`src/sv/bra_pkg.sv`:
```
package bra_pkg;

    localparam int BITS        = 4096;
    localparam int WORD_W      = 32;
    localparam int STORE_WORDS = (BITS + WORD_W - 1) / WORD_W;
    localparam int WORD_AW     = $clog2(STORE_WORDS);
    localparam int BIT_AW      = $clog2(WORD_W);

    localparam int IDX_W       = 12;
    localparam int LEN_W       = 13;
    localparam int BYTES_W     = 10;
    localparam int START_W     = 12;

    localparam int USED_W      = BYTES_W + 3;
    localparam int RUN_W       = $clog2(STORE_WORDS * WORD_W + 1);
    localparam int POS_W       = WORD_AW + BIT_AW;
    localparam int CMP_A       = (RUN_W + 1 > LEN_W) ? RUN_W + 1 : LEN_W;
    localparam int CMP_W       = (CMP_A > POS_W + 1) ? CMP_A : POS_W + 1;

    localparam logic [BYTES_W-1:0] BYTES_RESET = BYTES_W'(512);

    typedef enum logic [1:0] {
        FUNC_CLEAR = 2'd0,
        FUNC_TEST  = 2'd1,
        FUNC_WRITE = 2'd2,
        FUNC_FIND  = 2'd3
    } func_t;

    typedef enum logic [2:0] {
        S_IDLE,
        S_TEST,
        S_WRITE,
        S_SCAN,
        S_OUT
    } state_t;

    typedef struct packed {
        logic               rd_en;
        logic [WORD_AW-1:0] rd_addr;
        logic               wr_en;
        logic [WORD_AW-1:0] wr_addr;
        logic [WORD_W-1:0]  wr_data;
        logic               clr;
    } store_req_t;

    typedef struct packed {
        logic              hit;
        logic [BIT_AW-1:0] pos;
        logic [RUN_W-1:0]  run_out;
    } eval_res_t;

endpackage

```
`src/sv/bra_store.sv`:
```
module bra_store (
    input  logic                             clk,
    input  logic                             rst_n,
    input  bra_pkg::store_req_t              req,
    output logic [bra_pkg::WORD_W-1:0]       rd_word
);
    import bra_pkg::*;

    logic [WORD_W-1:0]      mem [STORE_WORDS];
    logic [STORE_WORDS-1:0] vld_reg;
    logic [WORD_W-1:0]      rd_data_reg;
    logic                   rd_vld_reg;

    // storage array, no reset
    always_ff @(posedge clk)
    begin
        if (req.wr_en)
        begin
            mem[req.wr_addr] <= req.wr_data;
        end
        if (req.rd_en)
        begin
            rd_data_reg <= mem[req.rd_addr];
        end
    end

    // per-word valid bits stand in for clearing the array
    always_ff @(posedge clk or negedge rst_n)
    begin
        if (!rst_n)
        begin
            vld_reg    <= '0;
            rd_vld_reg <= 1'b0;
        end
        else
        begin
            if (req.clr)
            begin
                vld_reg <= '0;
            end
            else if (req.wr_en)
            begin
                vld_reg[req.wr_addr] <= 1'b1;
            end
            if (req.rd_en)
            begin
                rd_vld_reg <= vld_reg[req.rd_addr];
            end
        end
    end

    assign rd_word = rd_vld_reg ? rd_data_reg : '0;

endmodule

```
`config.mk`:
```
export PLATFORM = sky130hd
export DESIGN_NAME = bra_store
export DESIGN_NICKNAME = d
export VERILOG_FILES = /design/src/sv/bra_pkg.sv /design/src/sv/bra_store.sv
export SDC_FILE = /design/constraint.sdc
export NUM_CORES = 2
export LEC_CHECK = 0
export BUFFER_PORTS_ARGS = -buffer_cell sky130_fd_sc_hd__buf_2
export CAP_MARGIN = 20
export CORE_ASPECT_RATIO = 1.25
export CORE_MARGIN = 5
export CORE_UTILIZATION = 35
export CTS_CLUSTER_SIZE = 25
export DETAILED_ROUTE_END_ITERATION = 8
export GPL_TIMING_DRIVEN = 0
export HOLD_SLACK_MARGIN = 0.15
export PLACE_DENSITY = 0.5
export SYNTH_ARGS = -nofsm -noshare
export SYNTH_HDL_FRONTEND = slang
export SYNTH_SLANG_ARGS = --single-unit
```
`constraint.sdc`:
```
create_clock -name clk -period 2.4 [get_ports clk]
set_clock_uncertainty 0.15 [all_clocks]
set_input_delay 0.24 -clock clk [delete_from_list [all_inputs] [get_ports clk]]
set_output_delay 0.24 -clock clk [all_outputs]
set_load 0.05 [all_outputs]
```
# After elaboration in Yosys (flattened, before gate mapping)

Memories as Yosys holds them, arrays and structs flattened. A register that Yosys moved wholly into a read port is not among the register bits.
Cells that the tools add are included.

Memories kept: 1
Word-level logic and storage cells: 18
Bits in writable memories: 4,096
Register bits after elaboration: 129
Input bits: 51

Memories:

| name | words | bits a word | read ports | clocked after memory_dff | wr ports | line           | text |
|---|---|---|---|---|---|---|---|
| mem  | 128   | 32          | 1          | 1                        | 1        | bra_store.sv:9 | `logic [WORD_W-1:0] mem [STORE_WORDS];` |

Mux-type cells: 9
Bitwise gates (word level): 1
Reductions and logical operators: 2
Magnitude comparators: 3

Operators by type and width:

| operator                                                           | number |
|---|---|
| two-way mux 128 bit                                                | 2 |
| bitwise OR 128 bit                                                 | 1 |
| two-way mux 32 bit                                                 | 1 |
| less-than comparator 7 x 8 -> 1 bit (second input constant)        | 2 |
| binary-select mux 1 bit (select 7 bit)                             | 1 |
| demux 1 bit (select 7 bit)                                         | 1 |
| greater-or-equal comparator 7 x 1 -> 1 bit (second input constant) | 1 |
| two-way mux 1 bit                                                  | 4 |
| nonzero test 2 bit                                                 | 1 |
| logical AND 1 bit                                                  | 1 |

# Longest topological paths before layout

Depth in word-level cells: 7
Gate-level depth with buffers: 11
Mapped depth without buffers: 6

# Worst setup path after synthesis

Ideal clock, no wire load.

Path kind: input-to-reg
Start point: input port req[34] in the netlist's numbering
End point: memory mem[106][0] (enable)
Slack: -1.056 ns
Arrival time: 2.883 ns
Stages: 5
Cells stage by stage: clkbuf_1 -> or3b_2 -> or2_2 -> clkbuf_1 -> nor2_1

RTL lines:

| element         | line           | text |
|---|---|---|
| start, declared | bra_store.sv:4 | `input bra_pkg::store_req_t req,` |
| end, declared   | bra_store.sv:9 |  |

No word-level cell before the write port.

==> results.cfg <==
[run_status]
outcome = finished with violations
violations = hold timing, setup timing

[worst_setup_path]
cp_max_fo = 10
start_kind = input pin
end_kind = flop
path_class = in2reg
worstPathArrival_ns = 3.21
worst_ep_required_time_ns = 2.97

[sta]
setup_ws_ns = -0.241
max_freq_ghz = 0.379
relSlewSlack_pct = 21.4
post-route-period-util_pct = 110
tightest_slew_ns = 1.18
rsz0062_at_grt = yes
whs_ns = -0.300
setup_violations = 142
final_hold_viol_count = 1
slew_violations = 0
min_period_ns = 2.64
final.setup.tns_ns = -7.51

[synthesis]
async_reset_ff_share_pct = 3.03
syn_avg_cell_area_um2 = 24.4
syn_area_mm2 = 0.162
synth_top_cell_by_area = edfxtp_1
synth.ff_latch_count = 4257
synthCells = 6611
ys_seq_area_share_pct = 78.7
yosys.area.top_type_share_pct = 76.7
syn_nets = 6662
yosys-top-cells-count = edfxtp_1, mux4_2, nor2_1
synth.most_common_cell = edfxtp_1
ys_top_cells_by_area = edfxtp_1, mux4_2, dfrtp_1, nor2_1, o22ai_1
synth-main-ff-cell = edfxtp_1
yosysWarnings = 0
synth_edf_count = 4128
yosys.cell_types.count = 34

[die]
io_pins = 83
initial_core_util_pct = 35.1
dieWidth_um = 618
row_count = 279
fp.dieArea_mm2 = 0.475
core-area_mm2 = 0.461
die-height_um = 770

[cts]
numCtsBuffers = 411
clk-insertion-delay-late_ns = 1.04
cts_tree = done
clockBufferDepth = 4
cts_root_buffer = clkbuf_16
htree_levels = 5
clock_sinks = 4257
path_clk_slew_ns = 0.07

[cells_and_area]
n_fill_cell = 39600
layout.nets = 7545
area_growth_pct = 19.5
largest_register_ffs = 4096
drive_gt1_share_pct = 36.3

[global_route]
grt_max_degree = 107
antenna_found_initial = 36
grt_pass1_wl_um = 637000
grt_remaining_overflow = 0
grt.total_usage_pct = 19.2
grt_pass1_vias = 79200

[power]
max-vdd-ir-drop_uv = 566
static-leakage-power_nw = 60.1
p_total_w = 0.155
p_per_area_mw_per_mm2 = 804

[placement]
io_buffers = 72
dp_slack_ns = -3.00
dpl.hpwl_um = 330000
routabilityCongestion = 0.870

[worst_hold_path]
hp-class = in2reg

[drt]
drt_iter0_drc = 7461
routed_wl_um = 463000
vias = 74400
dr.pass1.iters = 6
avgViaCountPerCell = 5.36
drt-wirelength-per-cell_um = 33.3
drc = 0
ant_nets = 0

[flow_run]
maxCapViolCount = 0
==> what timing repair did <==
action / 4_1_cts / 5_1_grt
resized for setup: 555 / 70
endpoints found under the hold margin: 5051 / 165
gates cloned: 2 / 0
hold buffers: 102 / 4
pin swaps: 64 / 25
buffers inserted: 57 / 21
endpoints found under the setup margin: 818 / 601
==> worst max-delay path, stage by stage <==
cell and delay, ns:
buf_4 0.34, clkbuf_4 0.35, buf_8 0.17, buf_2 0.33, mux4_2 0.38, mux4_2 0.63
o22ai_4 0.58, nor4_4 0.11
==> through the flow <==
stage / util (%) / cells / hold slack (ns) / area [um2]
3_5_place_dp: 38.1 / 12900 / 0.0162 / 175000
6_report: 41.9 / 13900 / -0.300 / 193000
5_1_grt: 41.9 / 13900 / -0.331 / 193000
3_3_place_gp: 36.8 / 12700 / 0.326 / 170000
2_1_floorplan: - / 6611 / -0.206 / 162000
4_1_cts: 41.7 / 13800 / -0.412 / 192000
==> placed cells by master, fill, tap and decap left out, drive strengths merged, types with 7 or more instances in the layout <==
| cell | instances |
|---|---|
| a22oi | 7 |
| and2 | 33 |
| buf | 519 |
| bufinv | 40 |
| clkbuf | 706 |
| clkinv | 185 |
| clkinvlp | 9 |
| dfrtp | 129 |
| diode | 26 |
| dlygate4sd3 | 92 |
| edfxtp | 4128 |
| inv | 15 |
| mux2i | 24 |
| mux4 | 1303 |
| nand2 | 19 |
| nand3 | 17 |
| nor2 | 386 |
| nor2b | 8 |
| nor4 | 32 |
| o22ai | 128 |
==> worst paths after layout <==
kind	end	start	cells after the start	slack [ns]
max in group asynchronous	vld_reg[68]	rst_n	5	0.94
hold / removal	rd_vld_reg	req[46]	3	-0.30
min in group asynchronous	vld_reg[38]	rst_n	4	0.31
setup reg to reg	rd_data_reg[17]	mem[111][17]	4	-0.24
hold reg to reg	vld_reg[25]	vld_reg[25]	2	0.35
setup / recovery	rd_data_reg[17]	req[42]	8	-0.24
==> routing by layer <==
| metal | vias to the layer above | part of all wire, % | global-route usage [%] |
|---|---|---|---|
| met5 | - | 0.021 | 0 |
| met4 | 16 | 4.4 | 7.26 |
| met3 | 557 | 5.8 | 3.49 |
| met2 | 2202 | 53 | 34.9 |
| met1 | 41300 | 36 | 22.7 |
| li1 | 30400 | - | - |
==> area by class of cell <==
type / instances / area [um2] / share of cell area, %
Sequential cell: 4257 / 127000 / 65.9
Multi-Input combinational cell: 1999 / 35000 / 18.1
Clock buffer: 504 / 10800 / 5.60
Timing Repair Buffer: 472 / 7740 / 4.01
Tap cell: 6041 / 7560 / 3.92
Clock inverter: 246 / 2360 / 1.22
Buffer: 350 / 2280 / 1.18
Antenna cell: 26 / 65.1 / 0.0337
Inverter: 3 / 13.8 / 0.00713
==> report_power, final <==
group	internal [W]	total, W	switching (W)	leakage (nW)
clock network	0.0363	0.0641	0.0278	6.45
logic	0.00347	0.00911	0.00563	14.7
registers	0.0819	0.0819	0.0000856	38.9
==> cell families (layout without fill, tap and decap cells) <==
| family | after synthesis | after routing | share of synthesized area [%] |
|---|---|---|---|
| AOI/OAI and AO/OA | 150 | 150 | 0.603 |
| buffers and inverters | 355 | 1575 | 0.953 |
| DFF | 4257 | 4257 | 78.7 |
| muxes | 1331 | 1331 | 18.3 |
| other | 0 | 26 | 0 |
| and+or+nand+nor | 518 | 518 | 1.37 |
Note: power is estimated with default switching activity, not from simulation.
