<file path="src/sv/bra_pkg.sv">
package bra_pkg;

    localparam int BITS        = 4096;
    localparam int WORD_W      = 32;
    localparam int STORE_WORDS = (BITS + WORD_W - 1) / WORD_W;
    localparam int WORD_AW     = $clog2(STORE_WORDS);
    localparam int BIT_AW      = $clog2(WORD_W);

    localparam int IDX_W       = 12;
    localparam int LEN_W       = 13;
    localparam int BYTES_W     = 10;
    localparam int START_W     = 12;

    localparam int USED_W      = BYTES_W + 3;
    localparam int RUN_W       = $clog2(STORE_WORDS * WORD_W + 1);
    localparam int POS_W       = WORD_AW + BIT_AW;
    localparam int CMP_A       = (RUN_W + 1 > LEN_W) ? RUN_W + 1 : LEN_W;
    localparam int CMP_W       = (CMP_A > POS_W + 1) ? CMP_A : POS_W + 1;

    localparam logic [BYTES_W-1:0] BYTES_RESET = BYTES_W'(512);

    typedef enum logic [1:0] {
        FUNC_CLEAR = 2'd0,
        FUNC_TEST  = 2'd1,
        FUNC_WRITE = 2'd2,
        FUNC_FIND  = 2'd3
    } func_t;

    typedef enum logic [2:0] {
        S_IDLE,
        S_TEST,
        S_WRITE,
        S_SCAN,
        S_OUT
    } state_t;

    typedef struct packed {
        logic               rd_en;
        logic [WORD_AW-1:0] rd_addr;
        logic               wr_en;
        logic [WORD_AW-1:0] wr_addr;
        logic [WORD_W-1:0]  wr_data;
        logic               clr;
    } store_req_t;

    typedef struct packed {
        logic              hit;
        logic [BIT_AW-1:0] pos;
        logic [RUN_W-1:0]  run_out;
    } eval_res_t;

endpackage

</file>
<file path="src/sv/bra_word_eval.sv">
module bra_word_eval (
    input  logic [bra_pkg::WORD_W-1:0]  word,
    input  logic [bra_pkg::RUN_W-1:0]   carry,
    input  logic [bra_pkg::LEN_W-1:0]   len,
    input  logic [bra_pkg::BIT_AW:0]    nbits,
    output bra_pkg::eval_res_t          res
);
    import bra_pkg::*;

    logic              flag [BIT_AW+1][WORD_W];
    logic [BIT_AW-1:0] lpos [BIT_AW+1][WORD_W];
    logic [CMP_W-1:0]  run_j;
    logic [WORD_W-1:0] ge;
    logic [WORD_W-1:0] low;
    logic [BIT_AW-1:0] pos;

    // parallel prefix: highest set bit at or below each position
    always_comb
    begin
        for (int j = 0; j < WORD_W; j++)
        begin
            flag[0][j] = word[j];
            lpos[0][j] = BIT_AW'(j);
        end
        for (int l = 1; l <= BIT_AW; l++)
        begin
            for (int j = 0; j < WORD_W; j++)
            begin
                if (j >= (1 << (l - 1)) && !flag[l-1][j])
                begin
                    flag[l][j] = flag[l-1][j - (1 << (l - 1))];
                    lpos[l][j] = lpos[l-1][j - (1 << (l - 1))];
                end
                else
                begin
                    flag[l][j] = flag[l-1][j];
                    lpos[l][j] = lpos[l-1][j];
                end
            end
        end
    end

    // clear run ending at each bit, compared against the wanted length
    always_comb
    begin
        run_j = '0;
        for (int j = 0; j < WORD_W; j++)
        begin
            if (flag[BIT_AW][j])
            begin
                run_j = CMP_W'(j) - CMP_W'(lpos[BIT_AW][j]);
            end
            else
            begin
                run_j = CMP_W'(carry) + CMP_W'(j) + CMP_W'(1);
            end
            ge[j] = (run_j >= CMP_W'(len)) && ((BIT_AW + 1)'(j) < nbits);
        end
    end

    // lowest qualifying bit
    always_comb
    begin
        low = ge & (~ge + WORD_W'(1));
        pos = '0;
        for (int j = 0; j < WORD_W; j++)
        begin
            if (low[j])
            begin
                pos = pos | BIT_AW'(j);
            end
        end
    end

    always_comb
    begin
        res.hit = |ge;
        res.pos = pos;
        if (flag[BIT_AW][WORD_W-1])
        begin
            res.run_out = RUN_W'(WORD_W - 1) - RUN_W'(lpos[BIT_AW][WORD_W-1]);
        end
        else
        begin
            res.run_out = carry + RUN_W'(WORD_W);
        end
    end

endmodule

</file>
<file path="config.mk">
export PLATFORM = sky130hd
export DESIGN_NAME = bra_word_eval
export DESIGN_NICKNAME = d
export VERILOG_FILES = /design/src/sv/bra_pkg.sv /design/src/sv/bra_word_eval.sv
export SDC_FILE = /design/constraint.sdc
export NUM_CORES = 1
export LEC_CHECK = 0
export BUFFER_PORTS_ARGS = -buffer_cell sky130_fd_sc_hd__buf_4
export CAP_MARGIN = 20
export CORE_MARGIN = 3
export CORE_UTILIZATION = 60
export DETAILED_ROUTE_END_ITERATION = 7
export GPL_TIMING_DRIVEN = 0
export PLACE_DENSITY = 0.81
export REMOVE_ABC_BUFFERS = 1
export SYNTH_ARGS = -nofsm -noshare
export SYNTH_HDL_FRONTEND = slang
export SYNTH_SLANG_ARGS = --single-unit
export TNS_END_PERCENT = 50
</file>
<file path="constraint.sdc">
create_clock -name vclk -period 5.25
set_input_delay 0.2625 -clock vclk [all_inputs]
set_output_delay 0.2625 -clock vclk [all_outputs]
set_load 0.05 [all_outputs]
</file>
# After elaboration in Yosys (flattened, before gate mapping)
# Cells that the tools add are included.
dict set report word_totals {
  elab_cells 517
  output_inout_bits 19
  register_bits 0
}
dict set report classes {
  n_lt_le_gt_ge 64
  n_reduce_logical 33
  addsub 96
  mux 322
  bitwise_logic 2
}
# operator n
set op_table {}
lappend op_table {{$ge 14x13->1} 32}
lappend op_table {{$mux 14} 32}
lappend op_table {{$add 14x1->14 const B} 31}
lappend op_table {{$mux 5} 59}
lappend op_table {{$add 13x5->14 const B} 16}
lappend op_table {{$mux 4} 38}
lappend op_table {{$mux 1} 146}
lappend op_table {{$add 13x4->14 const B} 8}
lappend op_table {{$sub 5x5->6 const A} 17}
lappend op_table {{$lt 5x6->1 const A} 16}
lappend op_table {{$mux 3} 27}
lappend op_table {{$add 13x3->14 const B} 4}
lappend op_table {{$lt 4x6->1 const A} 8}
lappend op_table {{$sub 4x5->6 const A} 8}
lappend op_table {{$mux 2} 19}
lappend op_table {{$add 32x1->32 const B} 1}
lappend op_table {{$and 32x32->32} 1}
lappend op_table {{$logic_and 1x1->1} 32}
lappend op_table {{$not 32->32} 1}
lappend op_table {{$reduce_or 32->1} 1}
lappend op_table {{$add 13x2->14 const B} 2}
lappend op_table {{$lt 3x6->1 const A} 4}
lappend op_table {{$sub 3x3->4 const A} 4}
lappend op_table {{$add 13x1->14 const B} 1}
lappend op_table {{6 further kinds} 9}

# Logic depth before layout (Yosys ltp)
dict set report logic_depth {
  word_depth 43
  mapped_depth 25
  mapped_depth_nobuf 24
}

# Worst setup path before layout
# Ideal clock, no wire load.
dict set report synth_path {
  path_kind {input to output}
  from {input word[7] in the netlist's numbering}
  to {output res[17] in the netlist's numbering}
  required_time_ps 4988
  arrival_ps 5609
  cell_stages 21
  n_path_buf 3
  setup_slack_ps -622
  path_cell_list {buf_6 -> or4_2 -> clkbuf_1 -> nand2_1 -> a2bb2oi_1 -> or2_0 -> clkbuf_1 -> nand2_1 -> nand2_1 -> nand2_1 -> nor3_1 -> ha_1 -> nor2_1 -> o31ai_1 -> a21o_1 -> o311ai_0 -> a21boi_0 -> o21ai_0 -> a21boi_0 -> o32ai_1 -> or3_1}
}
# item line_no
set synth_rtl {}
lappend synth_rtl {{start, declared} bra_word_eval.sv:2} ;# input logic [bra_pkg::WORD_W-1:0] word,
lappend synth_rtl {{end, declared} bra_word_eval.sv:6} ;# output bra_pkg::eval_res_t res

==> reports/metrics.cfg <==
[run_status]
status = complete, but fails checks
failed_checks = design-rule violations, negative setup slack

[worst_setup_path]
required_ns = 4.99
crit_path_cell_trace = buf_16 > nand3_1 > or4_1 > and2_1 > xor2_1 > nor2_1 > ha_1 > a211oi_2 > o21a_1 > a21oi_2 > nor4_4 > a21oi_4 > or4b_4 > or3_4 > or4_4 > a21oi_2 > or4b_1 > buf_6
critical_path.top_delay_family = simple AND/OR/NAND/NOR gates
worst-path-max-fanout = 24
critPathMaxStageDelay_ns = 0.71
start_kind = input pin
crit_buf_inv = 2
critPathMostFrequentCell = a21oi_2
endpoint_kind = output port
path_class = input pin to output port
critPathSlowestCell = or4_1
crit_arrival_ns = 5.56

[cells_and_area]
final_layout_size_suffix_gt1_share_pct = 16.0
design.seq.count = 0
register_area_um2 = 0
clock_buffers = 0
stdcell_count = 3395
area_growth_pct = 17.7
nets = 3484
final_cell_mix = ha_1, nor2_1, a21oi_1, nand2_1, o21ai_0
final_common_cell = ha_1
fillers = 2669

[global_route]
grt_antenna_before_repair = 4
grt_pass1_vias = 24315
grt_overflow = 0
grt_usage_pct = 56.2
grt_max_degree = 50
grt_pass1_wl_mm = 152

[clock_network]
ctsHoldBuffers = 0

[sta]
setup_ws_ns = -0.577
setup_violations = 6
rsz0062_at_grt = yes
fin_crit_ns = 5.83
min_period_over_period_pct = 111
finalHoldViolCount = 0
worst_pin_slew_ns = 1.24
relSlewSlack_pct = 17.0
max_freq_ghz = 0.172
drv_slew = 0

[place]
place_congestion = 1.09
port_buffers = 83
placed_cells = 3286
dp_hpwl_mm = 68.9

[floorplanning]
io_pins = 83
die_y_um = 187
rows = 65
dieArea_um2 = 35000
die_x_um = 187
initial_core_util_pct = 61.6
coreArea_um2 = 32000

[synth]
netlist_area_um2 = 19700
yosys_warnings = 0
yosysSeqAreaShare_pct = 0
synth.distinct_cells = 97
synth_cells = 2907
postSynthAreaPerCell_um2 = 6.77

[power_and_ir_drop]
switchingPower_uw = 1230
p_int_uw = 685
pwr-share-clk_pct = 0
power.share.combinational_pct = 100.0
peakVddDrop_mv = 0.0979
pwr-share-seq_pct = 0
finalPower_uw = 1920
p_sw_share_pct = 64.3
leakage_uw = 0.0104
powerDensity_nw_per_um2 = 82.8

[detailed_routing]
drtPass1Iterations = 8
vias_per_cell = 7.64
drc = 53
wl_per_cell_um = 30.8
drt_iter0_drc = 4510
routed_wirelength_mm = 104
drtAntennaViolNets = 0
dr_total_vias = 25929

[worst_hold_path]
holdCritPathClass = input pin to output port

[flow_run]
maxCapViolCount = 0

==> metal layers <==
| layer | GRT usage, % | part of all wire (%) |
|---|---|---|
| met5 | 1.10 | 0.098 |
| met3 | 24.8 | 18 |
| met1 | 65.5 | 33 |
| met4 | 48.9 | 12 |
| met2 | 77.4 | 37 |
==> what timing repair did <==
action | CTS | global route
resized for setup | 263 | 68
endpoints found under the setup margin | 6 | 6
setup buffers | 81 | 14
pin swaps | 62 | 26
cloned | 11 | 0
==> stage by stage <==
step	worst slack, ns	cell area, µm²	hold slack, ns	util (%)	setup TNS, ns
finish	-0.577	23100	0.861	72.4	-3.26
global placement	-5.55	20100	0.853	62.9	-53.72
detailed placement	-3.36	20500	0.852	64.3	-19.77
global route	-0.621	23100	0.872	72.4	-3.55
CTS	-0.304	22700	0.856	71.2	-1.68
floorplan	-1.00	19000	0.697	-	-5.84
==> cells in the mapped netlist, drive strengths merged, types with 13 or more instances <==
library cell	n	share of area [%]
and2	21	0.67
inv	74	1.4
nor2	405	7.7
nand2b	32	1.0
nor4	30	1.2
or2	24	0.76
or3	68	2.2
nor3	51	1.4
o22ai	13	0.45
nand2	238	4.6
xor2	120	5.3
buf	34	1.0
o211ai	21	0.83
and3	15	0.48
xnor2	126	5.6
a211oi	47	1.8
o31ai	14	0.59
nand4	38	1.2
a21oi	292	7.4
o21a	30	1.1
o21ai	205	5.2
or4	22	0.89
a31oi	39	1.2
nand3	75	1.9
nor2b	37	1.2
ha	461	29
a21o	71	2.7
a21boi	13	0.50
clkbuf	129	2.6
==> cell type report <==
class              instances  area (µm²)  area share (%)
multi-input cells       2671       20000            86.3
repair buffers           212        2340            10.1
well taps                435         544            2.35
inverters                 74         285            1.23
diodes                     3        7.51          0.0324
==> cell families (layout without fill, tap and decap cells) <==
kind of cell,Yosys count,in the layout,synth area share (%)
and+or+nand+nor,1083,1084,26.4
AOI/OAI and AO/OA,862,862,27.3
xor gates and xnor gates,246,246,11.0
muxes,18,18,0.954
other,0,3,0
buffers and inverters,237,286,5.08
adders and majority gates,461,461,29.3
==> worst paths after layout <==
kind	slack (ns)	startpoint	end	cells past startpoint
min	0.86	word[31]	res[0]	3
max	-0.58	carry[8]	res[13]	18
==> power by group through the flow <==
stage	clock network (µW)	logic [µW]	registers (µW)
4_1_cts	0	1730	0
3_3_place_gp	0	1450	0
6_report	0.0000125	1920	0
3_5_place_dp	0	1520	0
2_1_floorplan	0	915	0
5_1_grt	0	1990	0
No activity file was read; power rests on OpenSTA's default activity.
